[config.mk]
export PLATFORM = sky130hd
export DESIGN_NAME = olle_ram
export DESIGN_NICKNAME = d
export VERILOG_FILES = /design/src/sv/olle_ram.sv
export SDC_FILE = /design/constraint.sdc
export NUM_CORES = 1
export LEC_CHECK = 0
export ABC_CLOCK_PERIOD_IN_PS = 1650
export BUFFER_PORTS_ARGS = -buffer_cell sky130_fd_sc_hd__buf_2
export CELL_PAD_IN_SITES_DETAIL_PLACEMENT = 1
export CELL_PAD_IN_SITES_GLOBAL_PLACEMENT = 2
export CORE_MARGIN = 1.5
export CORE_UTILIZATION = 39
export CTS_CLUSTER_DIAMETER = 30
export DETAILED_ROUTE_END_ITERATION = 6
export PLACE_DENSITY = 0.75
export SYNTH_ARGS = -nofsm -noshare
export SYNTH_HDL_FRONTEND = slang
export SYNTH_SLANG_ARGS = --single-unit
export TNS_END_PERCENT = 30
[constraint.sdc]
create_clock -name clk -period 1.65 [get_ports clk]
set_input_delay 0.0825 -clock clk [delete_from_list [all_inputs] [get_ports clk]]
set_output_delay 0.0825 -clock clk [all_outputs]
set_load 0.05 [all_outputs]
[src/sv/olle_ram.sv]
module olle_ram #(
  parameter int WIDTH = 8,
  parameter int DEPTH = 16
) (
  input  logic                     clk,
  input  logic                     we,
  input  logic [$clog2(DEPTH)-1:0] waddr,
  input  logic [WIDTH-1:0]         wdata,
  input  logic [$clog2(DEPTH)-1:0] raddr,
  output logic [WIDTH-1:0]         rdata
);

  logic [WIDTH-1:0] mem [DEPTH];

  always_ff @(posedge clk) begin
    if (we) begin
      mem[waddr] <= wdata;
    end
    rdata <= mem[raddr];
  end

endmodule

Yosys cells after proc, flatten, opt, wreduce, memory -nomap -nowiden
Memory sizes are Yosys's and may differ from the RTL's. A register that Yosys moved wholly into a read port is not among the register bits.
Index checks and enable logic that the tools add are counted.
{ "totals": {"latchBits": 0, "register_bits": 0, "mem_bits_rw": 128, "n_memories": 1, "wordCells": 3, "rom_bits": 0, "input_bits": 18} }
{ "mem_list": {"columns": ["name", "depth", "word_bits", "read_ports", "rd_clocked_by_memory_dff", "write_ports", "line", "source"], "rows": [
  ["mem", 16, 8, 1, 1, 1, "13", "logic [WIDTH-1:0] mem [DEPTH];"]
]} }
{ "classes": {"n_reduce_logical": 0, "n_div": 0, "n_eq_ne": 0, "mul": 0, "n_addsub": 0, "shift": 0, "bitwise_logic": 0, "n_lt_le_gt_ge": 0, "muxes": 2} }
{ "op_table": {"columns": ["op", "n"], "rows": [
  ["$mux W1", 2]
]} }

Depth between registers and ports, before layout
Gate-level depths: netlist (run 1).
{ "logic_depth": {"depth_word": 2, "depth_mapped": 5, "ltp_nobuf": 3} }

Worst setup path before layout (run 1)
No wires, ideal clock.
{ "synth_timing": {"kind": "input -> register", "from": "in waddr[2]", "to": "mem mem[0][0] (enable)", "required_time_ns": 1.267, "stages": 2, "path_slack_ns": 0.075, "arrival_time_ns": 1.192, "n_path_buf": 0, "cell_sequence": "or3b_2 nor3_1"} }
{ "synth_lines": {"columns": ["item", "line", "source"], "rows": [
  ["start: declaration", "7", "input logic [$clog2(DEPTH)-1:0] waddr,"],
  ["end: declaration", "13", null]
]} }
No word-level cell before the write port.

==> summary.txt, run 1 <==
Run status
  • Status: finished clean

STA
  • WHS: 0.05639 ns
  • Min Tclk post-route: 1.396 ns
  • Max-slew violations: 0
  • Worst Max-Slew Pin Slew: 0.4035 ns
  • Period utilization: 0.8462
  • Setup WS post-layout: 0.2538 ns
  • Layout Skew: 0.005001 ns
  • Final hold viol count: 0
  • Fmax: 716.2 MHz
  • RSZ-0062 raised after global routing: false
  • Sum Neg Setup Slack: 0 ns
  • Final setup violation count: 0
  • Rel. slew slack: 0.7310

Clock network
  • Clock root cell: clkbuf_16
  • Clock Sinks: 136
  • Resized cells post-CTS: 0
  • CTS clk-pin slew, worst paths: 0.05 ns
  • Hold_buf cts: 0
  • Worst skew pair latency: 0.42 ns
  • Max Buffers Root-to-Sink: 2
  • CTS tree: built
  • Max H-tree Level: 4
  • Setup repair bufs after CTS: 0
  • Num CTS Buffers: 17

Synth
  • Largest family of logic cells by synthesized area: multiplexers
  • Adder-Cell Fraction of Synth Area: 0
  • Synthesis Warnings: 0
  • Post-synth top area share: 0.7467
  • Mapped Area: 5147 um2
  • Synth top area cells: edfxtp_1 (75%), mux4_2 (7.9%), mux4_1 (7.1%)
  • Post-synthesis async set-or-reset flop share: 0
  • FF+latch count, synth: 136
  • Post-synthesis area per instance: 22.48 um2
  • Most common cell in the netlist: edfxtp_1
  • Post-synthesis cell count: 229
  • Simple-gate share of the synthesized area: 0.03184
  • Synth Area in Compound Gates: 0.02333
  • Number of synthesized flops with an enable pin: 128
  • Post-Syn Nets: 247
  • Yosys top cell by area: edfxtp_1
  • Ys flop type: edfxtp_1
  • Synth Area in XOR/XNOR: 0
  • Synth cell count leaders: edfxtp_1 (128), mux4_2 (18), a22oi_1 (16)
  • Sequential-to-total area share from yosys stat: 0.7778
  • Mux cell area share after synthesis: 0.1502
  • Cell variety after synth: 19

Critical path
  • Slowest stage delay, CP: 0.54 ns
  • Crit-path max FO: 1
  • Crit path kind: reg -> reg
  • R2R Path End: rdata[3]
  • Slowest CP cell: mux4_1
  • Worst path cell trace: mux4_1 > a22oi_1 > nand2_1
  • Critical Path Start: mem[1][3]
  • Flop-to-flop setup slack: 0.25 ns
  • Number of cells on the worst reg-to-reg path: 3
  • CP endpoint: rdata[3]
  • Crit end category: register
  • Crit path launch type: register
  • Worst r2r src: mem[1][3]
  • Arrival time at the worst endpoint: 1.69 ns
  • Critical Path RT: 1.94 ns

Detailed routing
  • Residual DRC: 0
  • Initial DRC Count: 216
  • Via Count: 2,460
  • First drt pass iteration count: 4
  • WL/cell: 22.36 um
  • Via-to-Cell Ratio: 5.245
  • Post-Route WL: 10.49 mm
  • ANT nets after route: 0

GRT
  • Antenna violations before repair: 0
  • GRT Overall Usage: 0.1653
  • Gr ovfl total: 0
  • First-pass GRT wire length: 16.26 mm
  • Number of global-route vias before repair: 2,650
  • Largest net degree at the start of global routing: 33

Run
  • Max-cap violation count: 0

Placed design
  • Routability Congestion: 0.7012
  • Pre-CTS setup slack: 0.1308 ns
  • Input/output buffers: 25
  • Final HPWL DP: 6.795 mm
  • Post-DP Area: 5584 um2
  • Placed cells: 437

Final layout
  • Final core utilization: 0.4849
  • Fin nets: 302
  • Fin area: 6193 um2
  • Post-route insts no fill: 469
  • Antenna cells: 0
  • Area delta synth->final: 20.32%
  • Layout cells sized above 1: 0.3165

Floorplanning
  • Die W: 117.9 um
  • Rows: 41
  • DIE AREA: 13,900 um2
  • DIE HEIGHT: 117.9 um
  • Starting density of the core: 0.4030
  • Core area: 12,770 um2
  • # IOs: 26

Power and ir drop
  • Power Density: 1320 nW/um2
  • Worst vdd ir: 822.2 uV
  • Psw: 1.624 mW
  • Net Sw Frac: 0.1987
  • Flop pwr share: 0.476
  • Internal power: 6.548 mW
  • Tot Pwr: 8.173 mW
  • Clock power share: 0.470
  • Combinational share of power: 0.054
  • Leakage: 2.114 nW

Hold path
  • Hold WC Path Type: in -> reg
## logic make-up (layout without fill, tap and decap cells)
kind of cell / Yosys count / after routing
AOI/OAI and AO/OA: 16 / 16
buffers and inverters: 10 / 78
DFF: 136 / 136
muxes: 32 / 32
and+or+nand+nor: 35 / 35
## cell type report
cell class                 instances  area, um2
clock buffer                      24      491.7
timing repair buffer              46      307.8
multi-input combinational         83       1057
fill                            1149       6580
sequential                       136       4004
tap                              172      215.2
clock inverter                     8      117.6
## critical path: cells and delay by family (launching register included)
family | cells | cell delay [ns]
muxes | 1 | 0.54
AOI/OAI and AO/OA | 1 | 0.25
and+or+nand+nor | 1 | 0.09
DFF | 1 | 0.40
## metal layers
metal  up-vias  track usage  wire, um
met5         -            0         0
li1       1083            -         -
met1      1310       0.2150      4706
met2        52       0.2628      5228
met4         0      0.07774       187
met3        15      0.04021       363
## cell usage in the layout (no fill, tap or decap), types with 8 or more instances in the layout
| cell type | synthesis | routed |
|---|---|---|
| mux4_2 | 18 | 18 |
| buf_4 | 1 | 19 |
| mux4_1 | 14 | 14 |
| a22oi_1 | 16 | 16 |
| edfxtp_1 | 128 | 128 |
| nand2_1 | 9 | 9 |
| buf_2 | 3 | 25 |
| clkbuf_16 | 0 | 17 |
| dfxtp_1 | 8 | 8 |
| nor2_1 | 13 | 13 |
## sequential cells by signal, indices dropped and copies added, names as in the netlist
name	count
mem	128
rdata	8
## power by group through the flow
stage	Combinational (mW)	Sequential (mW)	Clock [mW]
CTS	0.451	3.89	3.91
finish	0.443	3.89	3.84
global placement	0.431	3.96	0
detailed placement	0.445	3.96	0
global route	0.477	3.90	4.03
floorplan	0.196	4.03	0
## worst min path at each step
| stage | cells past startpoint | end | slack [ns] | startpoint |
|---|---|---|---|---|
| floorplan | 0 | mem[0][0] | 0.18 | wdata[0] |
| global placement | 1 | mem[6][4] | 0.46 | wdata[4] |
| detailed placement | 1 | mem[5][4] | 0.49 | wdata[4] |
| CTS | 1 | mem[14][4] | 0.04 | wdata[4] |
| global route | 1 | mem[1][3] | 0.06 | wdata[3] |
| finish | 1 | mem[5][4] | 0.06 | wdata[4] |
(Power assumes the default switching activity.)
==> run 2, diff against run 1 <==
- ABC_AREA: not set -> 1
- ABC_CLOCK_PERIOD_IN_PS: 1650 -> 1400
- PLACE_DENSITY: 0.75 -> 0.83
- clock period: 1.65 -> 1.4 ns (I/O delays scaled with it)
==> run 2 against run 1 <==
  * Total power grew 22%
  * Critical path type is now reg -> out
  * Flip-flop and latch count unchanged
  * Combinational power is 53% higher
  * Synthesized cell count rose by 140%
==> summary.txt, run 2 <==
Final layout
  • Filler cell count: 1,586
  • Top reg by flops: mem
  • Max reg flops: 128
  • Antenna cells: 0
  • Seq. cell area: 4004 um2
  • Area delta synth->final: 18.25%
  • Commonest non-fill, non-tap cell in the layout: nand2_1
  • Most frequent cells in the layout: nand2_1 (173), edfxtp_1 (128), inv_1 (100), nand3_1 (97), buf_2 (25)
  • Multi-input logic area: 1214 um2
  • Post-route insts no fill: 793
  • Layout cells sized above 1: 0.1314
  • Registers with the most flip-flops: mem (128), rdata (8)
  • Fin nets: 614
  • Fin area: 6819 um2

Synth
  • Post-Syn Nets: 569
  • Most common cell in the netlist: nand2_1
  • Ys flop type: edfxtp_1
  • Mapped Area: 5767 um2
  • Synthesis Warnings: 0
  • Synth cell count leaders: nand2_1 (173), edfxtp_1 (128), inv_1 (100)
  • FF+latch count, synth: 136
  • Sequential-to-total area share from yosys stat: 0.6943
  • Yosys top cell by area: edfxtp_1
  • Post-synthesis area per instance: 10.47 um2
  • Cell variety after synth: 12
  • Number of synthesized flops with an enable pin: 128
  • Synth top area cells: edfxtp_1 (67%), nand2_1 (11%), nand3_1 (8.4%)
  • Post-synthesis cell count: 551
  • Post-synth top area share: 0.6665
  • Post-synthesis async set-or-reset flop share: 0

Placed design
  • Routability Congestion: 0.8258
  • Final HPWL DP: 9.473 mm
  • Placed cells: 760
  • Pre-CTS setup slack: 0.1975 ns
  • Post-DP Area: 6186 um2
  • Input/output buffers: 25

Power and ir drop
  • Flop pwr share: 0.460
  • Power Density: 1463 nW/um2
  • Clock power share: 0.472
  • Net Sw Frac: 0.2141
  • Psw: 2.135 mW
  • Worst vdd ir: 586.1 uV
  • Internal power: 7.839 mW
  • Tot Pwr: 9.974 mW
  • Combinational share of power: 0.068
  • Leakage: 2.973 nW

GRT
  • Gr ovfl total: 0
  • First-pass GRT wire length: 22.80 mm
  • Number of global-route vias before repair: 4,072
  • Largest net degree at the start of global routing: 65
  • Antenna violations before repair: 0
  • GRT Overall Usage: 0.2009

Critical path
  • Crit-path max FO: 1
  • Arrival time at the worst endpoint: 1.09 ns
  • Critical Path RT: 1.33 ns
  • Critical path's top delay family: flip-flops
  • Crit path kind: reg -> out
  • Crit end category: output pin
  • Slowest stage delay, CP: 0.38 ns
  • Worst path cell trace: buf_2
  • CP Buf/Inv Count: 1
  • Slowest CP cell: dfxtp_1
  • Crit path launch type: register

Detailed routing
  • Via Count: 3,847
  • Via-to-Cell Ratio: 4.851
  • Residual DRC: 0
  • ANT nets after route: 0
  • WL/cell: 18.52 um
  • Initial DRC Count: 289
  • First drt pass iteration count: 4
  • Post-Route WL: 14.69 mm

Clock network
  • Resized cells post-CTS: 0
  • Clock root cell: clkbuf_16
  • Max Buffers Root-to-Sink: 2
  • CTS tree: built
  • Hold_buf cts: 1
  • Clock Sinks: 136
  • Worst skew pair latency: 0.42 ns
  • Num CTS Buffers: 17
  • Setup repair bufs after CTS: 0
  • Max H-tree Level: 4
  • CTS clk-pin slew, worst paths: 0.06 ns

STA
  • Final setup violation count: 0
  • Layout Skew: 0.005008 ns
  • Rel. slew slack: 0.7344
  • Setup WS post-layout: 0.2369 ns
  • RSZ-0062 raised after global routing: false
  • Sum Neg Setup Slack: 0 ns
  • Worst Max-Slew Pin Slew: 0.3984 ns
  • Max-slew violations: 0
  • Period utilization: 0.8308
  • Final hold viol count: 0
  • Min Tclk post-route: 1.163 ns
  • Fmax: 859.7 MHz

Run
  • Max-cap violation count: 0

Floorplanning
  • DIE AREA: 15,530 um2
  • Die W: 124.6 um
  • Rows: 44
  • Starting density of the core: 0.3983
  • Core area: 14,480 um2
  • # IOs: 26
  • DIE HEIGHT: 124.6 um

Hold path
  • Hold WC Path Type: in -> reg

Run status
  • Status: finished clean
## run 2: kinds of logic after synthesis
logic type / count (synthesis) / synth area share
DFF: 136 / 0.6943
and+or+nand+nor: 289 / 0.2105
buffers and inverters: 126 / 0.09525
## run 2: through the flow
stage	hold slack [ns]	utilization
after floorplan	0.1689	-
after global placement	0.4521	0.4272
after detailed placement	0.4502	0.4272
after CTS	0.05820	0.4710
after global routing	0.05770	0.4710
final	0.05796	0.4710
## run 2: power by group through the flow
stage / Clock [mW] / Sequential (mW) / Combinational (mW)
3_3_place_gp: 0 / 4.66 / 0.665
2_1_floorplan: 0 / 4.75 / 0.321
4_1_cts: 4.77 / 4.59 / 0.692
5_1_grt: 4.95 / 4.59 / 0.745
6_report: 4.71 / 4.59 / 0.679
3_5_place_dp: 0 / 4.67 / 0.684
## run 2: path summary, 6_finish.rpt
check / startpoint / end / slack, ns / cells after the start
worst min register to register: mem[14][4] / rdata[4] / 0.68 / 6
worst min-delay path: wdata[1] / mem[10][1] / 0.06 / 1
worst max-delay path: rdata[7] / rdata[7] / 0.24 / 1
worst max register to register: mem[8][3] / rdata[3] / 0.36 / 6
## run 2: layer usage
layer,routed length (um),share of wire,track usage
met5,0,0,0
met4,310,0.021,0.08249
met3,376,0.026,0.04424
met2,7521,0.51,0.3426
met1,6480,0.44,0.2473
## run 2: layout make-up
cell class	count	share of cell area
multi-input combinational	289	0.1780
clock inverter	9	0.02128
clock buffer	23	0.07009
inverter	102	0.05615
sequential	136	0.5872
timing repair buffer	50	0.05358
tap	184	0.03376
